==> src/rtl/cgl_pkg.sv <==
`timescale 1ns / 1ps

package cgl_pkg;

  localparam int CGL_TABLE_SIZE = 128;
  localparam int CGL_NUM_STOPS  = 7;
  localparam int CGL_IDX_W      = 7;
  localparam int CGL_CH_W       = 8;
  localparam int CGL_COLOR_W    = 24;
  localparam int CGL_CNT_W      = 3;
  localparam int CGL_SEG_W      = 3;
  localparam int CGL_CFG_IDX_W  = 3;
  localparam int CGL_CFG_DATA_W = 24;

  localparam logic [CGL_CFG_IDX_W-1:0] CGL_REG_STOP_COUNT  = 3'd0;
  localparam logic [CGL_CFG_IDX_W-1:0] CGL_REG_STOP_COLOR0 = 3'd1;

  // stage load enables for the index front end
  typedef struct packed {
    logic cap;
    logic seg;
  } cgl_front_adv_t;

  // stage load enables for one color lane
  typedef struct packed {
    logic prod;
    logic est;
    logic fix;
    logic out;
  } cgl_lane_adv_t;

endpackage

==> src/rtl/cgl_if.sv <==
`timescale 1ns / 1ps

interface cgl_in_if
  import cgl_pkg::*;
();
  logic                 valid;
  logic                 ready;
  logic [CGL_IDX_W-1:0] table_index;

  modport source (output valid, output table_index, input ready);
  modport sink   (input valid, input table_index, output ready);
endinterface

interface cgl_out_if
  import cgl_pkg::*;
();
  logic                valid;
  logic                ready;
  logic [CGL_CH_W-1:0] red;
  logic [CGL_CH_W-1:0] green;
  logic [CGL_CH_W-1:0] blue;

  modport source (output valid, output red, output green, output blue, input ready);
  modport sink   (input valid, input red, input green, input blue, output ready);
endinterface

==> src/rtl/color_gradient_lut_entry.sv <==
`timescale 1ns / 1ps
// Multi-stop linear color gradient lookup.
// in_ch carries one table_index per beat; out_ch returns red/green/blue for
// it. Beats complete on valid && ready. Config (cfg_we/cfg_index/cfg_wdata):
// index 0 is stop_count, indexes 1..7 are the packed 0xRRGGBB color stops.
// Write config only while nothing is in flight.
// Pipeline: an input beat reaches out_ch through seven register stages:
// scale, segment, stop read, multiply, reciprocal estimate, fix-up and
// output register.
// Throughput: one index per clock while out_ch does not stall; every stage holds its own valid bit.
// Stall: when out_ch.ready is low the output register holds; upstream
// stages keep filling empty slots, so in_ch.ready drops only once all
// seven stages hold data.
// Reset: all valid bits clear, stop_count and all color stops read as zero
// (black output) until written.
module color_gradient_lut_entry
  import cgl_pkg::*;
#(
  parameter int TABLE_SIZE = CGL_TABLE_SIZE
) (
  input  logic                      clk,
  input  logic                      rst_n,
  cgl_in_if.sink                    in_ch,
  cgl_out_if.source                 out_ch,
  input  logic                      cfg_we,
  input  logic [CGL_CFG_IDX_W-1:0]  cfg_index,
  input  logic [CGL_CFG_DATA_W-1:0] cfg_wdata
);

  localparam int RW     = $clog2(TABLE_SIZE);
  localparam int STAGES = 7;

  logic [STAGES:1]      vld_r;
  logic [STAGES:1]      en;
  cgl_front_adv_t       front_adv;
  cgl_lane_adv_t        lane_adv;

  logic [CGL_CNT_W-1:0]   stop_count_r;
  logic [CGL_COLOR_W-1:0] col_mem [CGL_NUM_STOPS];
  logic [CGL_NUM_STOPS-1:0] col_ok_r;
  logic [CGL_SEG_W-1:0]   col_waddr;

  logic [CGL_SEG_W-1:0] seg, seg_nx;
  logic [RW-1:0]        seg_r_val;
  logic                 blank;

  logic [CGL_COLOR_W-1:0] rd0_r, rd1_r;
  logic                   ok0_r, ok1_r;
  logic [RW-1:0]          r3_r;
  logic [CGL_COLOR_W-1:0] a_col, b_col;
  logic [CGL_CH_W-1:0]    lane_q [3];

  // per-stage advance: a stage loads when it is empty or its successor loads
  always_comb begin
    en[STAGES] = !vld_r[STAGES] || out_ch.ready;
    for (int k = STAGES - 1; k >= 1; k--) begin
      en[k] = !vld_r[k] || en[k+1];
    end
  end

  always_ff @(posedge clk) begin
    if (!rst_n) begin
      vld_r <= '0;
    end else begin
      if (en[1]) begin
        vld_r[1] <= in_ch.valid;
      end
      for (int k = 2; k <= STAGES; k++) begin
        if (en[k]) begin
          vld_r[k] <= vld_r[k-1];
        end
      end
    end
  end

  assign front_adv.cap = en[1];
  assign front_adv.seg = en[2];
  assign lane_adv.prod = en[4];
  assign lane_adv.est  = en[5];
  assign lane_adv.fix  = en[6];
  assign lane_adv.out  = en[7];

  assign in_ch.ready  = en[1];
  assign out_ch.valid = vld_r[STAGES];

  // configuration
  assign col_waddr = cfg_index - CGL_REG_STOP_COLOR0;

  always_ff @(posedge clk) begin
    if (!rst_n) begin
      stop_count_r <= '0;
      col_ok_r     <= '0;
    end else if (cfg_we) begin
      if (cfg_index == CGL_REG_STOP_COUNT) begin
        stop_count_r <= cfg_wdata[CGL_CNT_W-1:0];
      end else begin
        col_ok_r[col_waddr] <= 1'b1;
      end
    end
  end

  always_ff @(posedge clk) begin
    if (cfg_we && cfg_index != CGL_REG_STOP_COUNT) begin
      col_mem[col_waddr] <= cfg_wdata[CGL_COLOR_W-1:0];
    end
  end

  cgl_index #(
    .TABLE_SIZE (TABLE_SIZE)
  ) u_index (
    .clk         (clk),
    .adv         (front_adv),
    .table_index (in_ch.table_index),
    .stop_count  (stop_count_r),
    .seg_o       (seg),
    .seg_nx_o    (seg_nx),
    .r_o         (seg_r_val),
    .blank_o     (blank)
  );

  // stage 3: read both end stops; unwritten stops read as black
  always_ff @(posedge clk) begin
    if (en[3]) begin
      rd0_r <= col_mem[seg];
      rd1_r <= col_mem[seg_nx];
      ok0_r <= col_ok_r[seg] && !blank;
      ok1_r <= col_ok_r[seg_nx] && !blank;
      r3_r  <= seg_r_val;
    end
  end

  assign a_col = ok0_r ? rd0_r : '0;
  assign b_col = ok1_r ? rd1_r : '0;

  for (genvar c = 0; c < 3; c++) begin : g_lane
    cgl_lane #(
      .TABLE_SIZE (TABLE_SIZE)
    ) u_lane (
      .clk (clk),
      .adv (lane_adv),
      .a_i (a_col[CGL_COLOR_W-1-CGL_CH_W*c -: CGL_CH_W]),
      .b_i (b_col[CGL_COLOR_W-1-CGL_CH_W*c -: CGL_CH_W]),
      .r_i (r3_r),
      .q_o (lane_q[c])
    );
  end

  assign out_ch.red   = lane_q[0];
  assign out_ch.green = lane_q[1];
  assign out_ch.blue  = lane_q[2];

endmodule

==> src/rtl/cgl_index.sv <==
`timescale 1ns / 1ps

module cgl_index
  import cgl_pkg::*;
#(
  parameter int TABLE_SIZE = CGL_TABLE_SIZE
) (
  input  logic                         clk,
  input  cgl_front_adv_t               adv,
  input  logic [CGL_IDX_W-1:0]         table_index,
  input  logic [CGL_CNT_W-1:0]         stop_count,
  output logic [CGL_SEG_W-1:0]         seg_o,
  output logic [CGL_SEG_W-1:0]         seg_nx_o,
  output logic [$clog2(TABLE_SIZE)-1:0] r_o,
  output logic                         blank_o
);

  localparam int SPAN = TABLE_SIZE - 1;
  localparam int RW   = $clog2(TABLE_SIZE);
  localparam int SW   = RW + 3;

  logic [RW-1:0]        idx_sat;
  logic [CGL_CNT_W-1:0] nm1;
  logic [SW-1:0]        scaled_nxt, scaled_r;
  logic [CGL_SEG_W-1:0] ge_cnt, seg_max, seg;
  logic [SW-1:0]        rem;
  logic [CGL_SEG_W-1:0] seg_nxt, seg_nx_nxt;
  logic [RW-1:0]        r_nxt;
  logic                 multi;

  assign multi = (stop_count >= 3'd2);

  // stage 1: clamp the index and scale by the number of segments
  always_comb begin
    idx_sat    = (int'(table_index) > SPAN) ? RW'(SPAN) : RW'(table_index);
    nm1        = multi ? (stop_count - 3'd1) : '0;
    scaled_nxt = SW'(idx_sat) * SW'(nm1);
  end

  always_ff @(posedge clk) begin
    if (adv.cap) begin
      scaled_r <= scaled_nxt;
    end
  end

  // stage 2: segment by threshold compares, remainder by constant multiply
  always_comb begin
    ge_cnt = '0;
    for (int k = 1; k < CGL_NUM_STOPS; k++) begin
      if (scaled_r >= SW'(k * SPAN)) begin
        ge_cnt = ge_cnt + 3'd1;
      end
    end
    seg_max = stop_count - 3'd2;
    if (!multi) begin
      seg = '0;
    end else if (ge_cnt > seg_max) begin
      seg = seg_max;
    end else begin
      seg = ge_cnt;
    end
    rem        = scaled_r - SW'(seg) * SW'(SPAN);
    r_nxt      = multi ? rem[RW-1:0] : '0;
    seg_nxt    = seg;
    seg_nx_nxt = multi ? (seg + 3'd1) : '0;
  end

  always_ff @(posedge clk) begin
    if (adv.seg) begin
      seg_o    <= seg_nxt;
      seg_nx_o <= seg_nx_nxt;
      r_o      <= r_nxt;
      blank_o  <= (stop_count == '0);
    end
  end

endmodule

==> src/rtl/cgl_lane.sv <==
`timescale 1ns / 1ps

module cgl_lane
  import cgl_pkg::*;
#(
  parameter int TABLE_SIZE = CGL_TABLE_SIZE
) (
  input  logic                          clk,
  input  cgl_lane_adv_t                 adv,
  input  logic [CGL_CH_W-1:0]           a_i,
  input  logic [CGL_CH_W-1:0]           b_i,
  input  logic [$clog2(TABLE_SIZE)-1:0] r_i,
  output logic [CGL_CH_W-1:0]           q_o
);

  localparam int SPAN  = TABLE_SIZE - 1;
  localparam int RW    = $clog2(TABLE_SIZE);
  localparam int PW    = CGL_CH_W + RW;
  localparam int K     = PW + 1;
  localparam int RECIP = (2 ** K) / SPAN;
  localparam logic [K:0] RECIP_V = (K + 1)'(RECIP);

  logic                neg;
  logic [CGL_CH_W-1:0] diff;
  logic [PW-1:0]       prod_nxt, prod_r, prod5_r;
  logic [CGL_CH_W-1:0] a4_r, a5_r, a6_r;
  logic                neg4_r, neg5_r, neg6_r;
  logic [PW+K:0]       mul;
  logic [CGL_CH_W-1:0] est_nxt, est_r;
  logic [PW-1:0]       chk, rem;
  logic [CGL_CH_W-1:0] q_nxt, q_r;
  logic [CGL_CH_W-1:0] out_nxt, out_r;

  // stage 4: magnitude of the step times the remainder
  always_comb begin
    neg      = (b_i < a_i);
    diff     = neg ? (a_i - b_i) : (b_i - a_i);
    prod_nxt = PW'(diff) * PW'(r_i);
  end

  always_ff @(posedge clk) begin
    if (adv.prod) begin
      prod_r <= prod_nxt;
      a4_r   <= a_i;
      neg4_r <= neg;
    end
  end

  // stage 5: quotient estimate by reciprocal, low by at most one
  always_comb begin
    mul     = (PW + K + 1)'(prod_r) * (PW + K + 1)'(RECIP_V);
    est_nxt = mul[K+CGL_CH_W-1:K];
  end

  always_ff @(posedge clk) begin
    if (adv.est) begin
      est_r   <= est_nxt;
      prod5_r <= prod_r;
      a5_r    <= a4_r;
      neg5_r  <= neg4_r;
    end
  end

  // stage 6: fix up the estimate from the remainder
  always_comb begin
    chk   = PW'(est_r) * PW'(SPAN);
    rem   = prod5_r - chk;
    q_nxt = (rem >= PW'(SPAN)) ? (est_r + 8'd1) : est_r;
  end

  always_ff @(posedge clk) begin
    if (adv.fix) begin
      q_r    <= q_nxt;
      a6_r   <= a5_r;
      neg6_r <= neg5_r;
    end
  end

  // stage 7: apply toward the end stop
  assign out_nxt = neg6_r ? (a6_r - q_r) : (a6_r + q_r);

  always_ff @(posedge clk) begin
    if (adv.out) begin
      out_r <= out_nxt;
    end
  end

  assign q_o = out_r;

endmodule

==> src/flat_wrapper.sv <==
// flat-port wrapper written by rule: the top's interface ports become plain ports
module color_gradient_lut_entry_flat import cgl_pkg::*;
#(
  parameter int TABLE_SIZE = CGL_TABLE_SIZE
)
  (clk, rst_n, cfg_we, cfg_index, cfg_wdata, in_ch_valid, in_ch_table_index, in_ch_ready, out_ch_valid, out_ch_red, out_ch_green, out_ch_blue, out_ch_ready);
  cgl_in_if in_ch_i ();
  cgl_out_if out_ch_i ();
  input  logic clk;
  input  logic rst_n;
  input  logic cfg_we;
  input  logic [CGL_CFG_IDX_W-1:0] cfg_index;
  input  logic [CGL_CFG_DATA_W-1:0] cfg_wdata;
  input wire logic [$bits(in_ch_i.valid)-1:0] in_ch_valid;
  input wire logic [$bits(in_ch_i.table_index)-1:0] in_ch_table_index;
  output wire logic [$bits(in_ch_i.ready)-1:0] in_ch_ready;
  output wire logic [$bits(out_ch_i.valid)-1:0] out_ch_valid;
  output wire logic [$bits(out_ch_i.red)-1:0] out_ch_red;
  output wire logic [$bits(out_ch_i.green)-1:0] out_ch_green;
  output wire logic [$bits(out_ch_i.blue)-1:0] out_ch_blue;
  input wire logic [$bits(out_ch_i.ready)-1:0] out_ch_ready;
  assign in_ch_i.valid = in_ch_valid;
  assign in_ch_i.table_index = in_ch_table_index;
  assign in_ch_ready = in_ch_i.ready;
  assign out_ch_valid = out_ch_i.valid;
  assign out_ch_red = out_ch_i.red;
  assign out_ch_green = out_ch_i.green;
  assign out_ch_blue = out_ch_i.blue;
  assign out_ch_i.ready = out_ch_ready;
  color_gradient_lut_entry #(.TABLE_SIZE(TABLE_SIZE)) u_core (.clk(clk), .rst_n(rst_n), .in_ch(in_ch_i), .out_ch(out_ch_i), .cfg_we(cfg_we), .cfg_index(cfg_index), .cfg_wdata(cfg_wdata));
endmodule
==> config.mk <==
export PLATFORM = sky130hd
export DESIGN_NAME = color_gradient_lut_entry_flat
export DESIGN_NICKNAME = d
export VERILOG_FILES = /design/src/rtl/cgl_pkg.sv /design/src/rtl/cgl_if.sv /design/src/rtl/color_gradient_lut_entry.sv /design/src/rtl/cgl_index.sv /design/src/rtl/cgl_lane.sv /design/src/flat_wrapper.sv
export SDC_FILE = /design/constraint.sdc
export NUM_CORES = 2
export LEC_CHECK = 0
export ABC_AREA = 1
export BUFFER_PORTS_ARGS = -buffer_cell sky130_fd_sc_hd__buf_2
export CORE_ASPECT_RATIO = 0.75
export CORE_UTILIZATION = 45
export CTS_BUF_LIST = sky130_fd_sc_hd__clkbuf_4
export CTS_CLUSTER_SIZE = 10
export DETAILED_ROUTE_END_ITERATION = 8
export PLACE_DENSITY = 0.7
export SLEW_MARGIN = 20
export SYNTH_ARGS = -nofsm -noshare
export SYNTH_HDL_FRONTEND = slang
export SYNTH_SLANG_ARGS = --single-unit
==> constraint.sdc <==
create_clock -name clk -period 9.11 [get_ports clk]
set_input_delay 0.4555 -clock clk [delete_from_list [all_inputs] [get_ports clk]]
set_output_delay 0.4555 -clock clk [all_outputs]
set_load 0.01 [all_outputs]
Word level (Yosys, flattened, before mapping)

Memory sizes are Yosys's and may differ from the RTL's. A register that Yosys moved wholly into a read port is not among the register bits.
Index checks and enable logic that the tools add are counted.

Add/sub/neg operators: 28
Multiply operators: 11
Order comparisons: 18
Muxes and demuxes: 28
Bitwise operators: 2
Reduce and logical (&&, ||, !) cells: 24

Operator list:

| kind                                                                          | count |
|---|---|
| 8-bit two-way mux                                                             | 9 |
| 8-bit subtractor                                                              | 9 |
| 15-bit by 8-bit multiplier with 22-bit output (second input constant)         | 3 |
| 24-bit two-way mux                                                            | 2 |
| 15-bit by 7-bit >= comparator with 1-bit output (second input constant)       | 3 |
| 8-bit by 7-bit multiplier with 15-bit output                                  | 3 |
| 8-bit by 7-bit multiplier with 15-bit output (second input constant)          | 3 |
| 15-bit subtractor                                                             | 3 |
| 8-bit by 1-bit adder with 8-bit output (second input constant)                | 3 |
| 8-bit adder                                                                   | 3 |
| 8-bit less-than comparator                                                    | 3 |
| 3-bit two-way mux                                                             | 8 |
| 10-bit >= comparator (second input constant)                                  | 2 |
| 10-bit by 9-bit >= comparator with 1-bit output (second input constant)       | 2 |
| 3-bit by 1-bit adder with 3-bit output (second input constant)                | 6 |
| 3-bit by 4-bit less-than comparator with 1-bit output (second input constant) | 3 |
| 10-bit by 7-bit >= comparator with 1-bit output (second input constant)       | 1 |
| 10-bit by 8-bit >= comparator with 1-bit output (second input constant)       | 1 |
| 7-bit by 3-bit multiplier with 10-bit output                                  | 1 |
| 1-bit zero test                                                               | 8 |
| 1-bit logical OR                                                              | 7 |
| 3-bit by 7-bit multiplier with 7-bit output (second input constant)           | 1 |
| 7-bit bitwise OR                                                              | 1 |
| 7-bit subtractor                                                              | 1 |
| 13 further kinds                                                              | 25 |

Flip-flop bits (word level): 293
Memory bits (writable): 168
Input port bits: 39
Output and inout port bits: 26
Word-level logic and storage cells: 162
Memories kept: 1

Memory list:

| name           | words | width | read ports | clocked after memory_dff | wr ports | RTL line                       | text |
|---|---|---|---|---|---|---|---|
| u_core.col_mem | 7     | 24    | 2          | 2                        | 1        | color_gradient_lut_entry.sv:39 | `logic [CGL_COLOR_W-1:0] col_mem [CGL_NUM_STOPS];` |

Longest topological paths before layout

Word-level depth: 17
Mapped depth: 42
Depth with buffers taken out: 42

Hierarchy

From an unflattened synthesis, not the netlist that was laid out.

Cells, all modules: 4115
Area total of the unflattened synthesis: 38316.7 µm²

Modules (own cells, without submodules):

| module                              | times used | cells each | area an instance (µm²) | seq. area each (µm²) |
|---|---|---|---|---|
| color_gradient_lut_entry            | 1          | 1086       | 10960.5                | 7096.8 |
| cgl_lane at u_core.g_lane[1].u_lane | 1          | 919        | 8379.3                 | 2432.3 |
| cgl_lane at u_core.g_lane[2].u_lane | 1          | 910        | 8296.7                 | 2432.3 |
| cgl_lane at u_core.g_lane[0].u_lane | 1          | 911        | 8267.9                 | 2432.3 |
| cgl_index                           | 1          | 289        | 2412.3                 | 720.7 |

Worst setup path after synthesis

OpenSTA, ideal clock, no wires.

Kind: input to output
From: input out_ch_ready
To: output in_ch_ready
Data arrival time: 7.587 ns
Required time: 8.655 ns
Path slack: 1.067 ns
Stages on the path: 12
Path buffers: 0
Cells stage by stage: nor2_1 -> inv_1 -> nor2_1 -> inv_1 -> nor2_1 -> inv_1 -> nor2_1 -> inv_1 -> nor2_1 -> inv_1 -> nor2_1 -> nand2_1

Longest elaborated chain between the ends: 7

RTL lines:

| element                       | RTL line                       | text |
|---|---|---|
| start, declared               | flat_wrapper.sv:21             | `input wire logic [$bits(out_ch_i.ready)-1:0] out_ch_ready;` |
| 1-bit logical OR              | color_gradient_lut_entry.sv:55 | `en[STAGES] = !vld_r[STAGES] \|\| out_ch.ready;` |
| via u_core.en (one bit)       | color_gradient_lut_entry.sv:34 | `logic [STAGES:1] en;` |
| 1-bit logical OR              | color_gradient_lut_entry.sv:57 | `en[k] = !vld_r[k] \|\| en[k+1];` |
| via u_core.en (one bit)       | color_gradient_lut_entry.sv:34 |  |
| 1-bit logical OR              | color_gradient_lut_entry.sv:57 |  |
| via u_core.en (one bit)       | color_gradient_lut_entry.sv:34 |  |
| 1-bit logical OR              | color_gradient_lut_entry.sv:57 |  |
| via u_core.en (one bit)       | color_gradient_lut_entry.sv:34 |  |
| 1-bit logical OR              | color_gradient_lut_entry.sv:57 |  |
| via u_core.en (one bit)       | color_gradient_lut_entry.sv:34 |  |
| 1-bit logical OR (2 in a row) | color_gradient_lut_entry.sv:57 |  |
| end, declared                 | flat_wrapper.sv:16             | `output wire logic [$bits(in_ch_i.ready)-1:0] in_ch_ready;` |

The timed path passes the listed nets, and every way through them passes these cells.

Worst setup path after layout

From: register u_core.ok0_r
To: register u_core.g_lane[2].u_lane.prod_r[13], data pin

Longest elaborated chain between the ends: 4
Elaborated cells on any way between the ends: 6
Classes of those cells: add/sub: 2; mul: 1; order compare: 1; mux: 2

RTL lines:

| element                                      | RTL line                        | text |
|---|---|---|
| start, declared                              | color_gradient_lut_entry.sv:48  | `logic ok0_r, ok1_r;` |
| start signal, assigned                       | color_gradient_lut_entry.sv:126 | `ok0_r <= col_ok_r[seg] && !blank;` |
| 24-bit two-way mux                           | color_gradient_lut_entry.sv:132 | `assign a_col = ok0_r ? rd0_r : '0;` |
| via u_core.a_col[0]                          | color_gradient_lut_entry.sv:50  | `logic [CGL_COLOR_W-1:0] a_col, b_col;` |
| 8-bit less-than comparator                   | cgl_lane.sv:36                  | `neg = (b_i < a_i);` |
| via u_core.g_lane[2].u_lane.neg              | cgl_lane.sv:23                  | `logic neg;` |
| 8-bit two-way mux                            | cgl_lane.sv:37                  | `diff = neg ? (a_i - b_i) : (b_i - a_i);` |
| 8-bit by 7-bit multiplier with 15-bit output | cgl_lane.sv:38                  | `prod_nxt = PW'(diff) * PW'(r_i);` |
| via u_core.g_lane[2].u_lane.prod_nxt[13]     | cgl_lane.sv:25                  | `logic [PW-1:0] prod_nxt, prod_r, prod5_r;` |
| end signal, assigned                         | cgl_lane.sv:43                  | `prod_r <= prod_nxt;` |
| end, declared                                | cgl_lane.sv:25                  |  |

The timed path passes the listed nets, and every way through them passes these cells.
A chain may end at the register's enable or synchronous reset.

==> out/metrics.cfg <==
[placed_design]
placed_area_mm2=0.03786
numPortBuffers=64
pre_cts_ws_ps=2007
place_inst=4706
gp_congestion=0.8929
place_hpwl_um=56650

[floorplan]
die_y_um=248.4
die_w_um=330.5
core-area_mm2=0.07940
start_util_pct=45.86
io_pins=65
num_rows=89
die_area_mm2=0.08207

[finish]
syn_to_final_growth_pct=9.507
drive_above_1_share_pct=9.212
fin_nets=4451
instances_no_fill=4955
final_util_pct=50.22
fin_area_mm2=0.03988

[sta]
worst-slew-pin-transition_ps=1149
timing.slew.headroom_pct=23.32
rsz0062_at_grt=false
fmax_ghz=0.1394
tns_ps=0
finalWorstSetupSlack_ps=1935
drv_slew=0
fin_crit_sh_pct=78.76
setup_viol=0
final-hold-violation-count=0
period_needed_ps=7175
skew_ps=78.83

[routing]
num_vias=25480
first_pass_iters=7
ant_nets=0
drcViolationCount=0
drt_iter0_markers=2034
vias_per_cell=5.143
routedWlPerCell_um=15.83
wirelength_um=78450

[worst_setup_path]
cpMaxStageDelayCell=edfxtp_1
endpoint_kind=flop
critPathMaxFanout=24
slowest_delay_ps=860
critical_path_class=flop to flop
worstPathArrival_ps=7780
setup.worst_path.start_class=flop
rr_worst_depth=33
required_ps=9710

[pwr]
switching_power_mw=3.481
p_int_mw=5.279
pwr_density_cell_mw_per_mm2=219.7
p_comb_share_pct=43.9
swShare_pct=39.74
clkPwrFrac_pct=23.2
p_leak_nw=19.03
p_seq_share_pct=32.9
ir_drop_uv=354.7

[min_path]
hold_depth=5
hold_class=primary input to flop

[synth]
synth_warnings=0
syn_area_mm2=0.03641
ys_ff_latch=509
synth_ff_type=edfxtp_1
async_flop_share_pct=0
synth_nets=4305
synth_edf_count=492
syn_inst=3666
synth_area_per_cell_um2=9.933
yosys.cell_types.count=63
ys_seq_area_share_pct=41.51

[grt]
grt_pass1_vias=24930
grt_pass1_wl_um=127400
overflow=0
grt.total_usage_pct=19.41
antenna_found_initial=3
grt_max_degree=101

[job]
drv_cap=0

[clock_network]
clk_latency_ps=930
cts_tree=yes
cts.clk_slew.worst_paths_ps=80
cts.sinks=509
cts.htree.levels=3
cts_max_path_buffers=3
cts_buffers=119
root_buffer=clkbuf_4

[outcome]
status=finished clean

==> synthesized netlist by cell type, types with 6 or more instances <==
cell type    n  area, um2
a21o_1       6      45.04
inv_1      601       2256
inv_2       19      71.32
nand3_1     88      440.4
ha_1       380       4755
nor3_1      19      95.09
clkbuf_1    72      270.3
a21oi_2      8      70.07
nand2_1    553       2076
nor2_1     331       1242
buf_1       10      37.54
a21oi_1    143      715.7
o21ai_1      8      40.04
xor2_1     136       1191
dfxtp_1     17      340.3
nand2_2     18      112.6
edfxtp_1   492      14770
o211ai_1     6      45.04
a31oi_1     16      100.1
o22ai_1     49      306.5
o21ai_0    294       1471
fa_1       220       4404
a211oi_1    13      97.59
xnor2_1     33      289.0
o21ai_2     13      113.9
o21bai_1     9      67.56
nand4_1     33      206.5
==> state kept, by name (all words and copies together) (netlist names), 7 cells and up <==
signal	cells
u_core.g_lane.u_lane.prod5_r	45
u_core.u_index.scaled_r	10
u_core.g_lane.u_lane.est_r	24
u_core.rd1_r	24
u_core.g_lane.u_lane.q_o	24
u_core.vld_r	7
u_core.col_ok_r	7
u_core.r3_r	7
u_core.col_mem	168
u_core.g_lane.u_lane.a4_r	24
u_core.g_lane.u_lane.a6_r	24
u_core.g_lane.u_lane.prod_r	45
u_core.g_lane.u_lane.q_r	24
u_core.g_lane.u_lane.a5_r	24
u_core.rd0_r	24
u_core.u_index.r_o	7
==> final timing paths <==
path / to / startpoint / slack, ps
worst max-delay path: u_core.g_lane[2].u_lane.prod_r[13] / u_core.ok0_r / 1930
worst min-delay path: u_core.stop_count_r[0] / cfg_index[2] / 140
worst min register to register: u_core.r3_r[0] / u_core.u_index.r_o[0] / 410
worst max register to register: u_core.g_lane[2].u_lane.prod_r[13] / u_core.ok0_r / 1930
==> layout make-up <==
type / instances / area, um2
clock buffer: 157 / 1179
tap: 1046 / 1309
multi-input combinational: 2449 / 18660
fill: 7096 / 39520
sequential: 509 / 15110
inverter: 622 / 2337
clock inverter: 60 / 520.5
timing repair buffer: 111 / 750.7
antenna: 1 / 2.502
==> cells in the final DEF, fill, tap and decap left out, types with 88 or more instances in the layout <==
cell      Yosys  final
nor2_1      331    325
edfxtp_1    492    492
clkbuf_4      0    157
nand3_1      88     88
nand2_1     553    553
inv_1       601    595
o21ai_0     294    294
fa_1        220    220
a21oi_1     143    143
ha_1        380    380
xor2_1      136    136
==> layer usage <==
layer | track usage (%) | vias to the layer above | share of wire, %
li1 | - | 12510 | -
met1 | 28.33 | 12000 | 48
met2 | 29.23 | 859 | 43
met3 | 3.966 | 112 | 8.0
met4 | 5.300 | 2 | 1.6
met5 | 0 | - | 0.019
==> timing repair <==
| action | CTS | global route |
|---|---|---|
| gates resized for setup | 0 | 0 |
| hold buffers | 31 | 0 |
| endpoints found under the hold margin | 175 | 0 |
| setup buffers | 0 | 0 |
==> critical path, delay by kind of cell (launching register included) <==
family / cells / cell delay (ps)
AO/OA/AOI/OAI: 9 / 1420
XOR/XNOR: 1 / 140
adder cells (fa/ha/maj): 7 / 2960
buffers and inverters: 6 / 460
flip-flops: 1 / 860
AND/OR/NAND/NOR: 10 / 1000
==> power by group through the flow <==
stage	clock (mW)	sequential, mW	combinational (mW)
final	2.04	2.88	3.85
after floorplan	0	2.89	3.05
after CTS	2.09	2.88	3.84
after global placement	0	2.93	3.72
after global routing	2.20	2.90	4.37
after detailed placement	0	2.93	3.81
==> stage by stage <==
step	total power, mW	hold WS [ps]
5_1_grt	9.474	126.3
2_1_floorplan	5.942	400.3
3_3_place_gp	6.649	401.2
3_5_place_dp	6.742	404.5
6_report	8.760	144.7
4_1_cts	8.815	51.89
==> kinds of logic (layout without fill, tap and decap cells) <==
| kind of cell | Yosys count | count (layout) | share of synthesized area [%] |
|---|---|---|---|
| AND/OR/NAND/NOR | 1074 | 1074 | 12.28 |
| other | 0 | 1 | 0 |
| buffers and inverters | 708 | 950 | 7.363 |
| AO/OA/AOI/OAI | 598 | 598 | 9.339 |
| multiplexers | 4 | 4 | 0.1100 |
| adder cells (fa/ha/maj) | 600 | 600 | 25.15 |
| flip-flops | 509 | 509 | 41.51 |
| XOR/XNOR | 173 | 173 | 4.244 |
No activity file was read; power rests on OpenSTA's default activity.
